[src/hw/rtl/tcpq_pkg.sv]
// Shared types, codes and widths of the three-class priority queue.
`timescale 1ns / 1ps

package tcpq_pkg;

    // Field widths of the input and result words.
    localparam int FUNC_W     = 2;
    localparam int ID_W       = 16;
    localparam int CLASS_W    = 2;
    localparam int POS_W      = 5;
    localparam int STATUS_W   = 2;
    localparam int FILL_W     = 5;
    localparam int IN_DATA_W  = 32;
    localparam int OUT_DATA_W = 32;

    // Default number of queue slots.
    localparam int DEPTH_DEFAULT = 16;

    // Operation codes.
    localparam logic [FUNC_W-1:0] FUNC_INSERT   = 2'd0;
    localparam logic [FUNC_W-1:0] FUNC_DISPATCH = 2'd1;
    localparam logic [FUNC_W-1:0] FUNC_RECLASS  = 2'd2;
    localparam logic [FUNC_W-1:0] FUNC_NOP      = 2'd3;

    // Result status codes.
    localparam logic [STATUS_W-1:0] ST_OK     = 2'd0;
    localparam logic [STATUS_W-1:0] ST_FULL   = 2'd1;
    localparam logic [STATUS_W-1:0] ST_EMPTY  = 2'd2;
    localparam logic [STATUS_W-1:0] ST_BADPOS = 2'd3;

    // Lowest priority class; larger codes saturate to it.
    localparam logic [CLASS_W-1:0] CLASS_LOWEST = 2'd2;

    // Commands from the controller to the datapath.
    typedef struct packed {
        logic                load_req;   // capture the accepted word
        logic                ins;        // insert into the cell row
        logic                use_moved;  // insert the entry taken out before
        logic                disp;       // remove the head
        logic                remove;     // remove the entry at the position
        logic                load_out;   // load the result register
        logic [STATUS_W-1:0] out_status;
    } tcpq_cmd_t;

    // Status from the datapath to the controller.
    typedef struct packed {
        logic [FUNC_W-1:0] func;
        logic              full;
        logic              empty;
        logic              bad_pos;
    } tcpq_stat_t;

endpackage

[src/hw/rtl/tcpq_ctrl.sv]
// Controller state machine of the priority queue.
`timescale 1ns / 1ps

module tcpq_ctrl (
    input  logic                  aclk,
    input  logic                  aresetn,
    input  logic                  s_tvalid,
    output logic                  s_tready,
    output logic                  m_tvalid,
    input  logic                  m_tready,
    input  tcpq_pkg::tcpq_stat_t  stat,
    output tcpq_pkg::tcpq_cmd_t   cmd
);
    import tcpq_pkg::*;

    typedef enum logic [1:0] {
        S_IDLE,
        S_EXEC,
        S_REINS
    } state_t;

    state_t state_reg, state_next;
    logic   out_valid_reg;
    logic   out_free;

    // The result register can take a new word when empty or being drained.
    assign out_free = !out_valid_reg || m_tready;
    assign s_tready = (state_reg == S_IDLE);
    assign m_tvalid = out_valid_reg;

    // Next state and datapath commands.
    always_comb begin
        cmd        = '0;
        state_next = state_reg;
        unique case (state_reg)
            S_IDLE: begin
                if (s_tvalid) begin
                    cmd.load_req = 1'b1;
                    state_next   = S_EXEC;
                end
            end
            S_EXEC: begin
                if (out_free) begin
                    cmd.load_out = 1'b1;
                    state_next   = S_IDLE;
                    unique case (stat.func)
                        FUNC_INSERT: begin
                            if (stat.full) begin
                                cmd.out_status = ST_FULL;
                            end else begin
                                cmd.ins = 1'b1;
                            end
                        end
                        FUNC_DISPATCH: begin
                            if (stat.empty) begin
                                cmd.out_status = ST_EMPTY;
                            end else begin
                                cmd.disp = 1'b1;
                            end
                        end
                        FUNC_RECLASS: begin
                            if (stat.bad_pos) begin
                                cmd.out_status = ST_BADPOS;
                            end else begin
                                // Take the entry out now, put it back next cycle.
                                cmd.remove   = 1'b1;
                                cmd.load_out = 1'b0;
                                state_next   = S_REINS;
                            end
                        end
                        FUNC_NOP: begin
                            cmd.out_status = ST_OK;
                        end
                        default: begin
                            cmd.out_status = ST_OK;
                        end
                    endcase
                end
            end
            S_REINS: begin
                cmd.ins       = 1'b1;
                cmd.use_moved = 1'b1;
                cmd.load_out  = 1'b1;
                state_next    = S_IDLE;
            end
            default: begin
                state_next = S_IDLE;
            end
        endcase
    end

    // State and the result valid flag.
    always_ff @(posedge aclk) begin
        if (!aresetn) begin
            state_reg     <= S_IDLE;
            out_valid_reg <= 1'b0;
        end else begin
            state_reg <= state_next;
            if (cmd.load_out) begin
                out_valid_reg <= 1'b1;
            end else if (m_tready) begin
                out_valid_reg <= 1'b0;
            end
        end
    end

endmodule

[src/hw/rtl/tcpq_datapath.sv]
// Datapath of the priority queue: request register, shifting cell row, result register.
`timescale 1ns / 1ps

module tcpq_datapath #(
    parameter int DEPTH = tcpq_pkg::DEPTH_DEFAULT
) (
    input  logic                           aclk,
    input  logic                           aresetn,
    input  tcpq_pkg::tcpq_cmd_t            cmd,
    output tcpq_pkg::tcpq_stat_t           stat,
    input  logic [tcpq_pkg::FUNC_W-1:0]    in_func,
    input  logic [tcpq_pkg::ID_W-1:0]      in_id,
    input  logic [tcpq_pkg::CLASS_W-1:0]   in_class,
    input  logic [tcpq_pkg::POS_W-1:0]     in_pos,
    output logic [tcpq_pkg::STATUS_W-1:0]  out_status,
    output logic [tcpq_pkg::ID_W-1:0]      out_id,
    output logic [tcpq_pkg::CLASS_W-1:0]   out_class,
    output logic [tcpq_pkg::FILL_W-1:0]    out_fill
);
    import tcpq_pkg::*;

    localparam int CNT_W = $clog2(DEPTH + 1);
    localparam int CMP_W = (CNT_W > POS_W) ? CNT_W : POS_W;

    // Latched request.
    logic [FUNC_W-1:0]  func_reg;
    logic [ID_W-1:0]    id_req_reg;
    logic [CLASS_W-1:0] cls_req_reg;
    logic [POS_W-1:0]   pos_reg;

    // Cell row and fill count.
    logic [ID_W-1:0]    id_cell_reg  [DEPTH];
    logic [CLASS_W-1:0] cls_cell_reg [DEPTH];
    logic [CNT_W-1:0]   count_reg, count_next;
    logic [ID_W-1:0]    moved_reg, moved_next;

    // Result register.
    logic [STATUS_W-1:0] status_reg;
    logic [ID_W-1:0]     out_id_reg;
    logic [CLASS_W-1:0]  out_cls_reg;
    logic [FILL_W-1:0]   fill_reg;

    logic [CMP_W-1:0]   cnt_cmp, pos_cmp, rm_idx;
    logic [ID_W-1:0]    ins_id;
    logic [DEPTH-1:0]   keep, ins_here;
    logic [ID_W-1:0]    up_id  [DEPTH];
    logic [CLASS_W-1:0] up_cls [DEPTH];
    logic [ID_W-1:0]    dn_id  [DEPTH];
    logic [CLASS_W-1:0] dn_cls [DEPTH];

    // Capture the accepted word; classes above the lowest saturate.
    always_ff @(posedge aclk) begin
        if (cmd.load_req) begin
            func_reg    <= in_func;
            id_req_reg  <= in_id;
            cls_req_reg <= (in_class > CLASS_LOWEST) ? CLASS_LOWEST : in_class;
            pos_reg     <= in_pos;
        end
    end

    assign cnt_cmp = CMP_W'(count_reg);
    assign pos_cmp = CMP_W'(pos_reg);
    assign rm_idx  = cmd.disp ? '0 : CMP_W'(pos_cmp - CMP_W'(1));
    assign ins_id  = cmd.use_moved ? moved_reg : id_req_reg;

    // Conditions the controller decides on.
    always_comb begin
        stat.func    = func_reg;
        stat.full    = (count_reg == CNT_W'(DEPTH));
        stat.empty   = (count_reg == '0);
        stat.bad_pos = (pos_reg == '0) || (pos_cmp > cnt_cmp);
    end

    // Each cell decides its own move from its neighbors.
    for (genvar i = 0; i < DEPTH; i++) begin : g_cell
        // A held cell of equal or higher class stays ahead of the new entry.
        assign keep[i] = (CMP_W'(i) < cnt_cmp) && (cls_cell_reg[i] <= cls_req_reg);

        if (i == 0) begin : g_first
            assign ins_here[i] = !keep[i];
            assign up_id[i]    = ins_id;
            assign up_cls[i]   = cls_req_reg;
        end else begin : g_rest
            assign ins_here[i] = !keep[i] && keep[i-1];
            assign up_id[i]    = id_cell_reg[i-1];
            assign up_cls[i]   = cls_cell_reg[i-1];
        end

        if (i == DEPTH - 1) begin : g_last
            assign dn_id[i]  = id_cell_reg[i];
            assign dn_cls[i] = cls_cell_reg[i];
        end else begin : g_inner
            assign dn_id[i]  = id_cell_reg[i+1];
            assign dn_cls[i] = cls_cell_reg[i+1];
        end

        always_ff @(posedge aclk) begin
            if (cmd.ins) begin
                if (ins_here[i]) begin
                    id_cell_reg[i]  <= ins_id;
                    cls_cell_reg[i] <= cls_req_reg;
                end else if (!keep[i]) begin
                    id_cell_reg[i]  <= up_id[i];
                    cls_cell_reg[i] <= up_cls[i];
                end
            end else if (cmd.disp || cmd.remove) begin
                if (CMP_W'(i) >= rm_idx) begin
                    id_cell_reg[i]  <= dn_id[i];
                    cls_cell_reg[i] <= dn_cls[i];
                end
            end
        end
    end

    // Pick out the entry being reclassified.
    always_comb begin
        moved_next = '0;
        for (int k = 0; k < DEPTH; k++) begin
            if (CMP_W'(k) == rm_idx) begin
                moved_next = moved_next | id_cell_reg[k];
            end
        end
    end

    // Fill count after this cycle's operation.
    always_comb begin
        count_next = count_reg;
        if (cmd.ins) begin
            count_next = count_reg + CNT_W'(1);
        end else if (cmd.disp || cmd.remove) begin
            count_next = count_reg - CNT_W'(1);
        end
    end

    always_ff @(posedge aclk) begin
        if (!aresetn) begin
            count_reg <= '0;
        end else begin
            count_reg <= count_next;
        end
    end

    always_ff @(posedge aclk) begin
        if (cmd.remove) begin
            moved_reg <= moved_next;
        end
    end

    // Result register; id and class are zero unless the head leaves.
    always_ff @(posedge aclk) begin
        if (cmd.load_out) begin
            status_reg  <= cmd.out_status;
            out_id_reg  <= cmd.disp ? id_cell_reg[0] : '0;
            out_cls_reg <= cmd.disp ? cls_cell_reg[0] : '0;
            fill_reg    <= FILL_W'(count_next);
        end
    end

    assign out_status = status_reg;
    assign out_id     = out_id_reg;
    assign out_class  = out_cls_reg;
    assign out_fill   = fill_reg;

endmodule

[src/hw/rtl/three_class_priority_queue.sv]
// Top level of the three-class priority queue.
//
//  channel | direction | tdata fields, lowest bit first
//  s_      | in        | func[1:0] entry_id[17:2] member_class[19:18] position[24:20]
//  m_      | out       | status[1:0] out_id[17:2] out_class[19:18] fill_level[24:20]
//
// Insert, dispatch and failed operations accept the word in the idle state, then execute:
// the cell row shifts, unless the operation fails, and the result is loaded. Reclassify
// first closes the gap in the cell row, then inserts the moved entry and loads the result.
// A result waiting in the output register stalls the next operation's execute step.
// Reset is synchronous and clears the fill count and handshake state; no clearing pass.
`timescale 1ns / 1ps

module three_class_priority_queue #(
    parameter int DEPTH = tcpq_pkg::DEPTH_DEFAULT
) (
    input  logic                               aclk,
    input  logic                               aresetn,
    input  logic                               s_tvalid,
    output logic                               s_tready,
    // func, entry_id, member_class, position, zero fill
    input  logic [tcpq_pkg::IN_DATA_W-1:0]     s_tdata,
    output logic                               m_tvalid,
    input  logic                               m_tready,
    // status, out_id, out_class, fill_level, zero fill
    output logic [tcpq_pkg::OUT_DATA_W-1:0]    m_tdata
);
    import tcpq_pkg::*;

    localparam int OUT_USED_W = STATUS_W + ID_W + CLASS_W + FILL_W;

    tcpq_cmd_t  cmd;
    tcpq_stat_t stat;

    logic [STATUS_W-1:0] out_status;
    logic [ID_W-1:0]     out_id;
    logic [CLASS_W-1:0]  out_class;
    logic [FILL_W-1:0]   out_fill;

    // Sequencing of each operation.
    tcpq_ctrl u_ctrl (
        .aclk     (aclk),
        .aresetn  (aresetn),
        .s_tvalid (s_tvalid),
        .s_tready (s_tready),
        .m_tvalid (m_tvalid),
        .m_tready (m_tready),
        .stat     (stat),
        .cmd      (cmd)
    );

    // Storage and result formation.
    tcpq_datapath #(
        .DEPTH (DEPTH)
    ) u_datapath (
        .aclk       (aclk),
        .aresetn    (aresetn),
        .cmd        (cmd),
        .stat       (stat),
        .in_func    (s_tdata[1:0]),
        .in_id      (s_tdata[17:2]),
        .in_class   (s_tdata[19:18]),
        .in_pos     (s_tdata[24:20]),
        .out_status (out_status),
        .out_id     (out_id),
        .out_class  (out_class),
        .out_fill   (out_fill)
    );

    // Pack the result word.
    assign m_tdata = {{(OUT_DATA_W - OUT_USED_W){1'b0}}, out_fill, out_class, out_id, out_status};

endmodule

[config.mk]
export PLATFORM = sky130hd
export DESIGN_NAME = three_class_priority_queue
export DESIGN_NICKNAME = d
export VERILOG_FILES = /design/src/hw/rtl/tcpq_pkg.sv /design/src/hw/rtl/tcpq_ctrl.sv /design/src/hw/rtl/tcpq_datapath.sv /design/src/hw/rtl/three_class_priority_queue.sv
export SDC_FILE = /design/constraint.sdc
export NUM_CORES = 1
export LEC_CHECK = 0
export ABC_AREA = 1
export BUFFER_PORTS_ARGS = -buffer_cell sky130_fd_sc_hd__buf_4
export CORE_MARGIN = 10
export CORE_UTILIZATION = 40
export CTS_CLUSTER_DIAMETER = 120
export CTS_CLUSTER_SIZE = 24
export DETAILED_ROUTE_END_ITERATION = 8
export PLACE_DENSITY = 0.59
export SETUP_SLACK_MARGIN = 0.15
export SLEW_MARGIN = 20
export SYNTH_ARGS = -nofsm -noshare
export SYNTH_HDL_FRONTEND = slang
export SYNTH_SLANG_ARGS = --single-unit
[constraint.sdc]
create_clock -name aclk -period 3.05 [get_ports aclk]
set_input_delay 0.305 -clock aclk [delete_from_list [all_inputs] [get_ports aclk]]
set_output_delay 0.305 -clock aclk [all_outputs]
set_load 0.05 [all_outputs]
# Word level (Yosys, flattened, before mapping)
# Memories as Yosys holds them, arrays and structs flattened.
# Index checks and enable logic that the tools add are counted.
# Widths: inputs -> output; s select.
[totals] out_inout_bits=34 ff_bits=74 mem_count=2 wordCells=504 ram_bits=288 inputBits=36
[mem_list] name="u_datapath.id_cell_reg" depth=16 width=16 read_ports=16 rd_ports_with_merged_regs=0 write_ports=16 line="tcpq_datapath.sv:32" rtl="logic [ID_W-1:0] id_cell_reg [DEPTH];"
[mem_list] name="u_datapath.cls_cell_reg" depth=16 width=2 read_ports=16 rd_ports_with_merged_regs=0 write_ports=16 line="tcpq_datapath.sv:33" rtl="logic [CLASS_W-1:0] cls_cell_reg [DEPTH];"
[op_classes] muxes=279 magnitude_cmp=50 reduce_logical=58 add_sub_neg=3 n_eq_ne=23 bitwise=77
[ops] op="$mux 16" n=48
[ops] op="$or 16x16->16" n=15
[ops] op="$mux 1" n=183
[ops] op="$mux 2" n=40
[ops] op="$or 1x1->1" n=62
[ops] op="$eq 4x5->1 const A" n=8
[ops] op="$ge 4x5->1 const A" n=8
[ops] op="$lt 4x5->1 const A" n=8
[ops] op="$le 2x2->1" n=16
[ops] op="$logic_and 1x1->1" n=31
[ops] op="$eq 3x5->1 const A" n=4
[ops] op="$ge 3x5->1 const A" n=4
[ops] op="$lt 3x5->1 const A" n=4
[ops] op="$mux 5" n=4
[ops] op="$logic_not 1->1" n=16
[ops] op="$logic_not 5->1" n=3
[ops] op="$eq 2x5->1 const A" n=2
[ops] op="$ge 1x5->1 const A" n=2
[ops] op="$ge 2x5->1 const A" n=2
[ops] op="$lt 1x5->1 const A" n=2
[ops] op="$lt 2x5->1 const A" n=2
[ops] op="$sub 5x1->5 const B" n=2
[ops] op="$pmux 2 s4" n=1
[ops] op="$eq 2x2->1 const B" n=3
[ops] op="other kinds (14)" n=20

# Logic depth before layout (Yosys ltp)
# Gate-level depths: netlist (run 1).
[depth] depth_word=39 mapped_depth=17 ltp_nobuf=14

# Cells and area by module
# A second synthesis (run 1) with hierarchy kept.
[unflattened] cells_unflattened=2573 area_unflattened_um2=20926.3
[modules_own_cells] mod="tcpq_datapath" n_inst=1 cells_each=2520 seq_area_each_um2=10730.3 area_per_inst_um2=20572.2
[modules_own_cells] mod="tcpq_ctrl" n_inst=1 cells_each=45 seq_area_each_um2=60.1 area_per_inst_um2=297.8
[modules_own_cells] mod="three_class_priority_queue" n_inst=1 cells_each=8 seq_area_each_um2=0.0 area_per_inst_um2=56.3

# Worst setup path after synthesis (run 1)
# No wires, ideal clock.
[synth_path] path_type="flip-flop to flip-flop" from="register u_datapath.count_reg[4], in the netlist u_datapath.cnt_cmp[4]" to="memory u_datapath.cls_cell_reg[5][0], in the netlist u_datapath.cls_cell_reg[0][10] (enable)" setup_time_ns=0.375 required_time_ns=2.675 arrival_time_ns=2.619 synth_period_minus_slack_ns=2.993 path_stages_with_launch=15 setup_slack_ns=0.057 n_path_buf=2 cell_sequence="dfxtp_1 buf_2 inv_1 ha_1 nand2_1 nor2_1 nand2_1 nand2_1 nand4_2 nand2_2 nand2_2 nor2_2 nand2_1 buf_2 nand2_1"
[synth_lines] element="from (decl)" line="tcpq_datapath.sv:34" rtl="logic [CNT_W-1:0] count_reg, count_next;"
[synth_lines] element="from (signal assigned)" line="tcpq_datapath.sv:139" rtl="count_reg <= count_next;"
[synth_lines] element="to (decl)" line="tcpq_datapath.sv:33"

==> key figures, run 1 <==
GRT
  • Vias in the first global route: roughly 18k
  • First-pass GRT wire length: between 100000 and 150000 um
  • GR Overflow Total: 0
  • Largest net degree at the start of global routing: 82
  • GRT Overall Usage: 0.210
  • Initial antenna violation count: 0

Clock tree
  • H-tree levels: 1
  • CTS Sinks: 362
  • Worst-path clk slew: ~110 ps
  • Root Buffer: clkbuf_16
  • Max clock buf depth: 3
  • Worst-Skew Late Latency: 560 ps
  • TritonCTS Buffers: 19
  • CTS tree: done

Setup path
  • Critical path capture point type: flop
  • Crit-path cells: inv_1 > ha_1 > inv_2 > a21oi_1 > nand3_1 > o21ai_2 > nand2_2 > inv_2 > buf_4 > nand2_1 > nand2_1 > buf_4
  • Worst setup SP type: flop
  • Crit path kind: reg2reg
  • Worst Path Required: 3280 ps
  • Slowest-stage cell, CP: dfxtp_1
  • CP max stage delay: between 300 and 400 ps
  • Data arrival, critical path: approximately 3000 ps
  • Worst Path Max Fanout: 18

Status
  • Outcome: complete, no violations

Pwr
  • Lkg Pwr: roughly 10 nW
  • Combinational share of power: 0.165
  • Switching power: slightly below 3 mW
  • Share of power burned in registers: 0.555
  • Sw frac: 0.285
  • Total power per unit cell area: 411 mW/mm^2
  • Tot Pwr: 10.2 mW
  • Clock Power Share: 0.280
  • Internal: 7.31 mW
  • Worst VDD drop: 0.307 mV

Floorplanning
  • Die area: about 0.065 sq mm
  • Chip Width: 256 um
  • Starting Density: 0.403
  • Die H: 256 um
  • Site row count: 86
  • I/O pins: 70
  • Core Region: 0.0551 sq mm

Timing
  • Fmax: 361 MHz
  • Hold_ws: 49.2 ps
  • Final count of negative-setup-slack endpoints: 0
  • Slew margin rel.: 0.345
  • Fin. max-slew vios: 0
  • RSZ-0062 raised after global routing: true
  • Worst Skew: 43.4 ps
  • Post-layout min period: approximately 2800 ps
  • Worst-Margin Slew: 972 ps
  • Final Hold Violating Endpoints: 0
  • Final period util: 0.907

Cells and area
  • ANT cells: 0
  • Finished Core Util: 0.451
  • Layout cell share with drive strength beyond 1: 0.109
  • Commonest non-fill, non-tap cell in the layout: nand2_1
  • Final design area excluding fillers: 0.0249 sq mm
  • Post-route insts no fill: between 3k and 4k
  • Final nets: 2939
  • Most frequent cells in the layout: nand2_1 (874), nand3_1 (424), edfxtp_1 (354), o21ai_0 (261), buf_4 (171)
  • Max reg flops: 256
  • Synth-to-layout area growth: 11.9%

Routing
  • Routed Antenna Nets: 0
  • WL final: ~72000 um
  • Vias per cell: 5.45
  • Vias: ~20k
  • First-pass detailed-route iteration total: 6
  • DR WL/cell: 19.8 um
  • Iter 0 DRT Violations: 2409
  • # DRC: 0

Logic synthesis
  • Yosys cell types: 40
  • Mean post-synth cell area: between 7 and 8 sq um
  • Post-synthesis sequential area ratio: 0.486
  • Register bit total from synthesis: 362
  • Synth warn: 0
  • Cell count after synthesis: roughly 2.8k
  • Post-Syn Area: 0.0222 sq mm

Place
  • IO Port Bufs: 55
  • Placement Cell Area: 0.0238 sq mm
  • Gpl congestion: 0.944
  • Post-Place Cells: 3550
  • Detailed Place HPWL: between 50000 and 60000 um

Flow run
  • Max Cap Viol: 0

Min path
  • Hold Crit Class: in2reg
[area by class of cell]
type                       instances  area [sq um]
inverter                         182           719
sequential                       362         10800
timing repair buffer             221          1960
tap                              748           936
clock buffer                      25           498
clock inverter                     1          30.0
fill                            5459         30200
multi-input combinational       2072          9930
[logic make-up after synthesis]
logic type      count (synthesis)  share of synthesized area
simple gates                 1601                      0.318
compound gates                411                     0.0963
buf+inv                       375                     0.0711
flops                         362                      0.486
fa+ha+maj                      45                     0.0253
xor+xnor                        8                    0.00349
other cells                     1                   0.000169
[synth_stat cells (all sizes together)]
| library cell | count | share of area |
|---|---|---|
| nor3b | 1 | 0.00085 |
| nand3 | 431 | 0.099 |
| nor2 | 172 | 0.034 |
| xor2 | 7 | 0.0028 |
| buf | 108 | 0.026 |
| clkbuf | 85 | 0.014 |
| or2 | 17 | 0.0048 |
| o21a | 15 | 0.0051 |
| nor3 | 2 | 0.00045 |
| o211ai | 3 | 0.0010 |
| nand2 | 893 | 0.15 |
| conb | 1 | 0.00017 |
| inv | 181 | 0.031 |
| ha | 45 | 0.025 |
| a22oi | 1 | 0.00034 |
| a21boi | 1 | 0.00034 |
| xnor2 | 1 | 0.00073 |
| clkinv | 1 | 0.00017 |
| o21ai | 349 | 0.080 |
| edfxtp | 354 | 0.48 |
| dfxtp | 8 | 0.0072 |
| nand4 | 84 | 0.024 |
| nand3b | 1 | 0.00034 |
| a21oi | 41 | 0.0094 |
| o21bai | 1 | 0.00034 |
[metrics by stage]
step / setup slack, ps / TNS (ps)
after floorplan: 150 / 0
after global placement: 59.4 / 0
after detailed placement: -15.3 / -199
after CTS: 151 / 0
after global routing: 129 / 0
final: 284 / 0
[layer usage]
metal | track usage | vias to the layer above | wire length (um)
met2 | 0.330 | 908 | 32200
met1 | 0.301 | 9089 | 31700
met4 | 0.0337 | 0 | 762
li1 | - | 9614 | -
met3 | 0.0385 | 54 | 7010
met5 | 0 | - | 0
[worst max-delay path: cells and delay by family, from the launching register on]
kind | cells | cell delay [ps]
buf+inv | 5 | 920
compound gates | 2 | 560
simple gates | 4 | 440
fa+ha+maj | 1 | 180
flops | 1 | 340
[path summary, 6_finish.rpt]
| path | from | to | slack, ps | depth (start not counted) |
|---|---|---|---|---|
| max | u_ctrl.state_reg[1] | u_datapath.id_cell_reg[0][4] | 280 | 12 |
| min | s_tdata[18] | u_datapath.cls_req_reg[0] | 50 | 3 |
| max reg2reg | u_ctrl.state_reg[1] | u_datapath.id_cell_reg[0][4] | 280 | 12 |
| min reg2reg | u_ctrl.state_reg[0] | u_ctrl.state_reg[0] | 500 | 2 |
[power by group through the flow]
stage                     Combinational (mW)  Sequential, mW  Clock, mW
after floorplan                         1.02            5.77          0
after global placement                  1.54            5.78          0
after detailed placement                1.57            5.79          0
after CTS                               1.61            5.67       2.93
after global routing                    1.85            5.68       3.08
final                                   1.68            5.67       2.86
[what timing repair did]
action                                  4_1_cts  5_1_grt
endpoints found under the setup margin      102      552
hold buffers                                 25        0
endpoints found under the hold margin        25        0
pin swaps                                     0        2
setup buffers                                 0       10
gates resized for setup                       5       31
No activity file was read; power rests on OpenSTA's default activity.
==> run 2, diff against run 1 <==
--- a/config.mk
+++ b/config.mk
@@ -5,14 +5,15 @@
 export SDC_FILE = /design/constraint.sdc
 export NUM_CORES = 1
 export LEC_CHECK = 0
-export ABC_AREA = 1
 export BUFFER_PORTS_ARGS = -buffer_cell sky130_fd_sc_hd__buf_4
+export CELL_PAD_IN_SITES_DETAIL_PLACEMENT = 1
+export CELL_PAD_IN_SITES_GLOBAL_PLACEMENT = 1
 export CORE_MARGIN = 10
 export CORE_UTILIZATION = 40
 export CTS_CLUSTER_DIAMETER = 120
 export CTS_CLUSTER_SIZE = 24
 export DETAILED_ROUTE_END_ITERATION = 8
-export PLACE_DENSITY = 0.59
+export PLACE_DENSITY = 0.7
 export SETUP_SLACK_MARGIN = 0.15
 export SLEW_MARGIN = 20
 export SYNTH_ARGS = -nofsm -noshare
==> run 2 against run 1 <==
Effect of this change:
- power increased by 1.7%
- final cell count decreased by 26%
- worst hold slack got worse by 30 ps
- largest power group unchanged
- synthesized cell count decreased by 34%
- first-iteration DRC count decreased by 26%
- final area decreased by 0.35%
- highest routed layer unchanged
- critical endpoint is now u_datapath.id_cell_reg[1][61]
- synthesized area decreased by 4.7%
==> key figures, run 2 <==
Logic synthesis
  • Count leader, synth: edfxtp_1
  • Post-synthesis sequential area ratio: 0.510 (+0.0239)
  • Share of the synthesized area in the top cell type: 0.502 (+0.0236)
  • Post-synth top cells: edfxtp_1 (354), mux2i_1 (220), nand2_1 (155), mux2_2 (144), o21ai_0 (131)
  • Post-synth EDFFs: 354 (unchanged)
  • Top post-synthesis cells by area: edfxtp_1 (50%), mux2i_1 (10%), mux2_2 (7.7%)
  • Mux share of post-synthesis cell area: 0.198 (+0.198)
  • Register bit total from synthesis: 362 (unchanged)
  • Largest family of logic cells by synthesized area: multiplexers
  • Post-Synth XOR/XNOR Area: 0.00290 (-0.000596)
  • Post-synth top area cell: edfxtp_1
  • Synth Flop Type: edfxtp_1
  • Compound-cell area share of the yosys netlist: 0.117 (+0.0205)
  • Adder-cell share of the synthesized area: 0.0266 (+0.00125)
  • Ys async rst share: 0 (unchanged)
  • Yosys cell types: 77 (+93%)
  • Post-Syn Area: 0.0212 sq mm (-4.7%)
  • Synth warn: 0 (unchanged)
  • Simple-gate share of the synthesized area: 0.108 (-0.209)
  • Cell count after synthesis: 1846 (-34%)
  • Mean post-synth cell area: 11.5 sq um (+45%)

Floorplanning
  • Core Region: 0.0524 sq mm (-4.8%)
  • Die area: 0.0625 sq mm (-4.3%)
  • Starting Density: 0.404 (+0.000457)
  • I/O pins: 70 (unchanged)
  • Chip Width: 250 um (-2.2%)
  • Site row count: 84 (-2.3%)
  • Die H: 250 um (-2.2%)

Setup path
  • Critical path capture point type: flop
  • CP max stage delay: 450 ps (+110 ps)
  • Worst Path Required: 3370 ps (+90 ps)
  • Worst Path Max Fanout: 9 (-9)
  • Crit-path cells: ha_1 > nand4_1 > or2_1 > a2111o_1 > buf_4 > buf_4 > nor2_2 > a31oi_4 > buf_12 > clkbuf_16 > nor2_1 > a21oi_1
  • Critical path buffers and inverters: 4 (-1)
  • CP most frequent cell: buf_4
  • Data arrival, critical path: 3340 ps (+340 ps)
  • Crit path kind: reg2reg
  • Worst setup SP type: flop
  • Family with the most delay on the worst path: buffers and inverters
  • Slowest-stage cell, CP: a2111o_1

Cells and area
  • Max reg flops: 256 (unchanged)
  • Layout cell share with drive strength beyond 1: 0.247 (+0.138)
  • Final nets: 2048 (-30%)
  • ANT cells: 0 (unchanged)
  • Synth-to-layout area growth: 17.0%
  • Commonest non-fill, non-tap cell in the layout: edfxtp_1
  • Final design area excluding fillers: 0.0248 sq mm (-0.35%)
  • Finished Core Util: 0.472 (+0.0211)
  • Most frequent cells in the layout: edfxtp_1 (354), mux2i_1 (220), nand2_1 (151), buf_4 (143), mux2_2 (136)
  • Post-route insts no fill: 2660 (-26%)

Timing
  • Final count of negative-setup-slack endpoints: 0 (unchanged)
  • Final period util: 0.989 (+0.0819)
  • Fmax: 332 MHz (-8.3%)
  • Worst Skew: 17.9 ps (-25.5 ps)
  • Fin. max-slew vios: 0 (unchanged)
  • Final Hold Violating Endpoints: 0 (unchanged)
  • Slew margin rel.: 0.402 (+0.0566)
  • Worst-Margin Slew: 895 ps (-76.7 ps)
  • Post-layout min period: 3020 ps (+250 ps)
  • RSZ-0062 raised after global routing: true

Pwr
  • Worst VDD drop: 0.314 mV (+2.3%)
  • Combinational share of power: 0.166 (about the same)
  • Sw frac: 0.273 (-0.0114)
  • Internal: 7.55 mW (+3.4%)
  • Lkg Pwr: 9.85 nW (-5.5%)
  • Clock Power Share: 0.277 (-0.003)
  • Total power per unit cell area: 419 mW/mm^2 (+2.1%)
  • Tot Pwr: 10.4 mW (+1.7%)
  • Switching power: 2.84 mW (-2.3%)
  • Share of power burned in registers: 0.556 (about the same)

GRT
  • Initial antenna violation count: 0 (unchanged)
  • Largest net degree at the start of global routing: 37 (-55%)
  • GR Overflow Total: 0 (unchanged)
  • First-pass GRT wire length: 106000 um (-4.2%)
  • GRT Overall Usage: 0.217 (+0.00657)
  • Vias in the first global route: 16.0k (-13%)

Status
  • Outcome: complete, no violations

Clock tree
  • CTS tree: done
  • TritonCTS Buffers: 19 (unchanged)
  • Max clock buf depth: 3 (unchanged)
  • Root Buffer: clkbuf_16
  • Worst-Skew Late Latency: 560 ps (about the same)
  • H-tree levels: 1 (unchanged)
  • Worst-path clk slew: 110 ps (about the same)
  • CTS Sinks: 362 (unchanged)

Place
  • Post-Place Cells: 2567 (-28%)
  • Placement Cell Area: 0.0231 sq mm (-3.1%)
  • Gpl congestion: 0.885 (-6.2%)
  • Detailed Place HPWL: 50300 um (-7.1%)
  • IO Port Bufs: 55 (unchanged)

Routing
  • First-pass detailed-route iteration total: 5 (-1)
  • Vias per cell: 6.12 (+12%)
  • DR WL/cell: 27.9 um (+41%)
  • Iter 0 DRT Violations: 1774 (-26%)
  • # DRC: 0 (unchanged)
  • Vias: 16.3k (-17%)
  • WL final: 74300 um (+3.8%)
  • Routed Antenna Nets: 0 (unchanged)

Min path
  • Hold Crit Class: in2reg

Flow run
  • Max Cap Viol: 0 (unchanged)
## run 2: changes by cell type after synthesis, sizes merged, moves of 29 or more
cell   delta
a21oi    +68
a22oi    +29
and2     +46
buf      -56
inv     -141
mux2    +168
mux2i   +220
nand2   -736
nand3   -358
nand4    -67
nor2     -43
o21ai   -212
## run 2: kinds of logic after synthesis
family / count (synthesis)
adders and majority gates: 45
DFF: 362
muxes: 388
xor gates and xnor gates: 7
other: 1
buffers and inverters: 173
AOI/OAI and AO/OA: 381
and+or+nand+nor: 489
## run 2: final cells by class
cell class | count | area [sq um]
clock buffer | 23 | 490
clock inverter | 3 | 26.3
fill | 5501 | 27700
inverter | 40 | 163
multi-input combinational | 1324 | 10100
sequential | 362 | 10800
tap | 688 | 861
timing repair buffer | 220 | 2320
## run 2: power by group through the flow
stage / Clock, mW / Sequential (mW) / Combinational, mW
after floorplan: 0 / 5.88 / 0.987
final: 2.88 / 5.78 / 1.73
after global placement: 0 / 5.89 / 1.49
after global routing: 3.09 / 5.79 / 1.85
after CTS: 2.94 / 5.77 / 1.63
after detailed placement: 0 / 5.89 / 1.55
## run 2: metal layers
metal	up-vias	global-route usage	share of wire
li1	7159	-	-
met1	8281	0.314	0.44
met2	766	0.341	0.46
met3	82	0.0270	0.082
met4	0	0.0448	0.024
met5	-	0	0
## run 2: worst reg2reg max path, cell delays in order, from the launching register on
cell and delay [ps]:
edfxtp_1 420, ha_1 320, nand4_1 110, or2_1 270, a2111o_1 450, buf_4 200
buf_4 170, nor2_2 150, a31oi_4 110, buf_12 190, clkbuf_16 190, nor2_1 120
a21oi_1 80
## run 2: final timing paths
kind | start | endpoint | slack [ps] | depth (start not counted)
max | u_datapath.pos_cmp[2] | u_datapath.id_cell_reg[1][61] | 30 | 12
min | aresetn | u_datapath.cnt_cmp[2] | 20 | 2
max reg2reg | u_datapath.pos_cmp[2] | u_datapath.id_cell_reg[1][61] | 30 | 12
min reg2reg | u_datapath.id_cell_reg[1][124] | u_datapath.id_cell_reg[1][108] | 570 | 2
## run 2: per-stage QoR
stage / hold WS [ps] / TNS (ps) / setup slack (ps)
after floorplan: 404 / -6520 / -111
after global placement: 483 / -1070 / -141
after detailed placement: 485 / -3880 / -155
after CTS: 4.83 / 0 / 62.8
after global routing: 21.9 / -1520 / -62.1
final: 19.2 / 0 / 33.8
## run 2: what timing repair did
action,in CTS,in global routing
gates cloned,5,17
pin swaps,6,15
endpoints found under the setup margin,515,545
hold endpoints to repair,24,0
buffers inserted,10,11
hold buffers,24,0
gates resized for setup,37,39
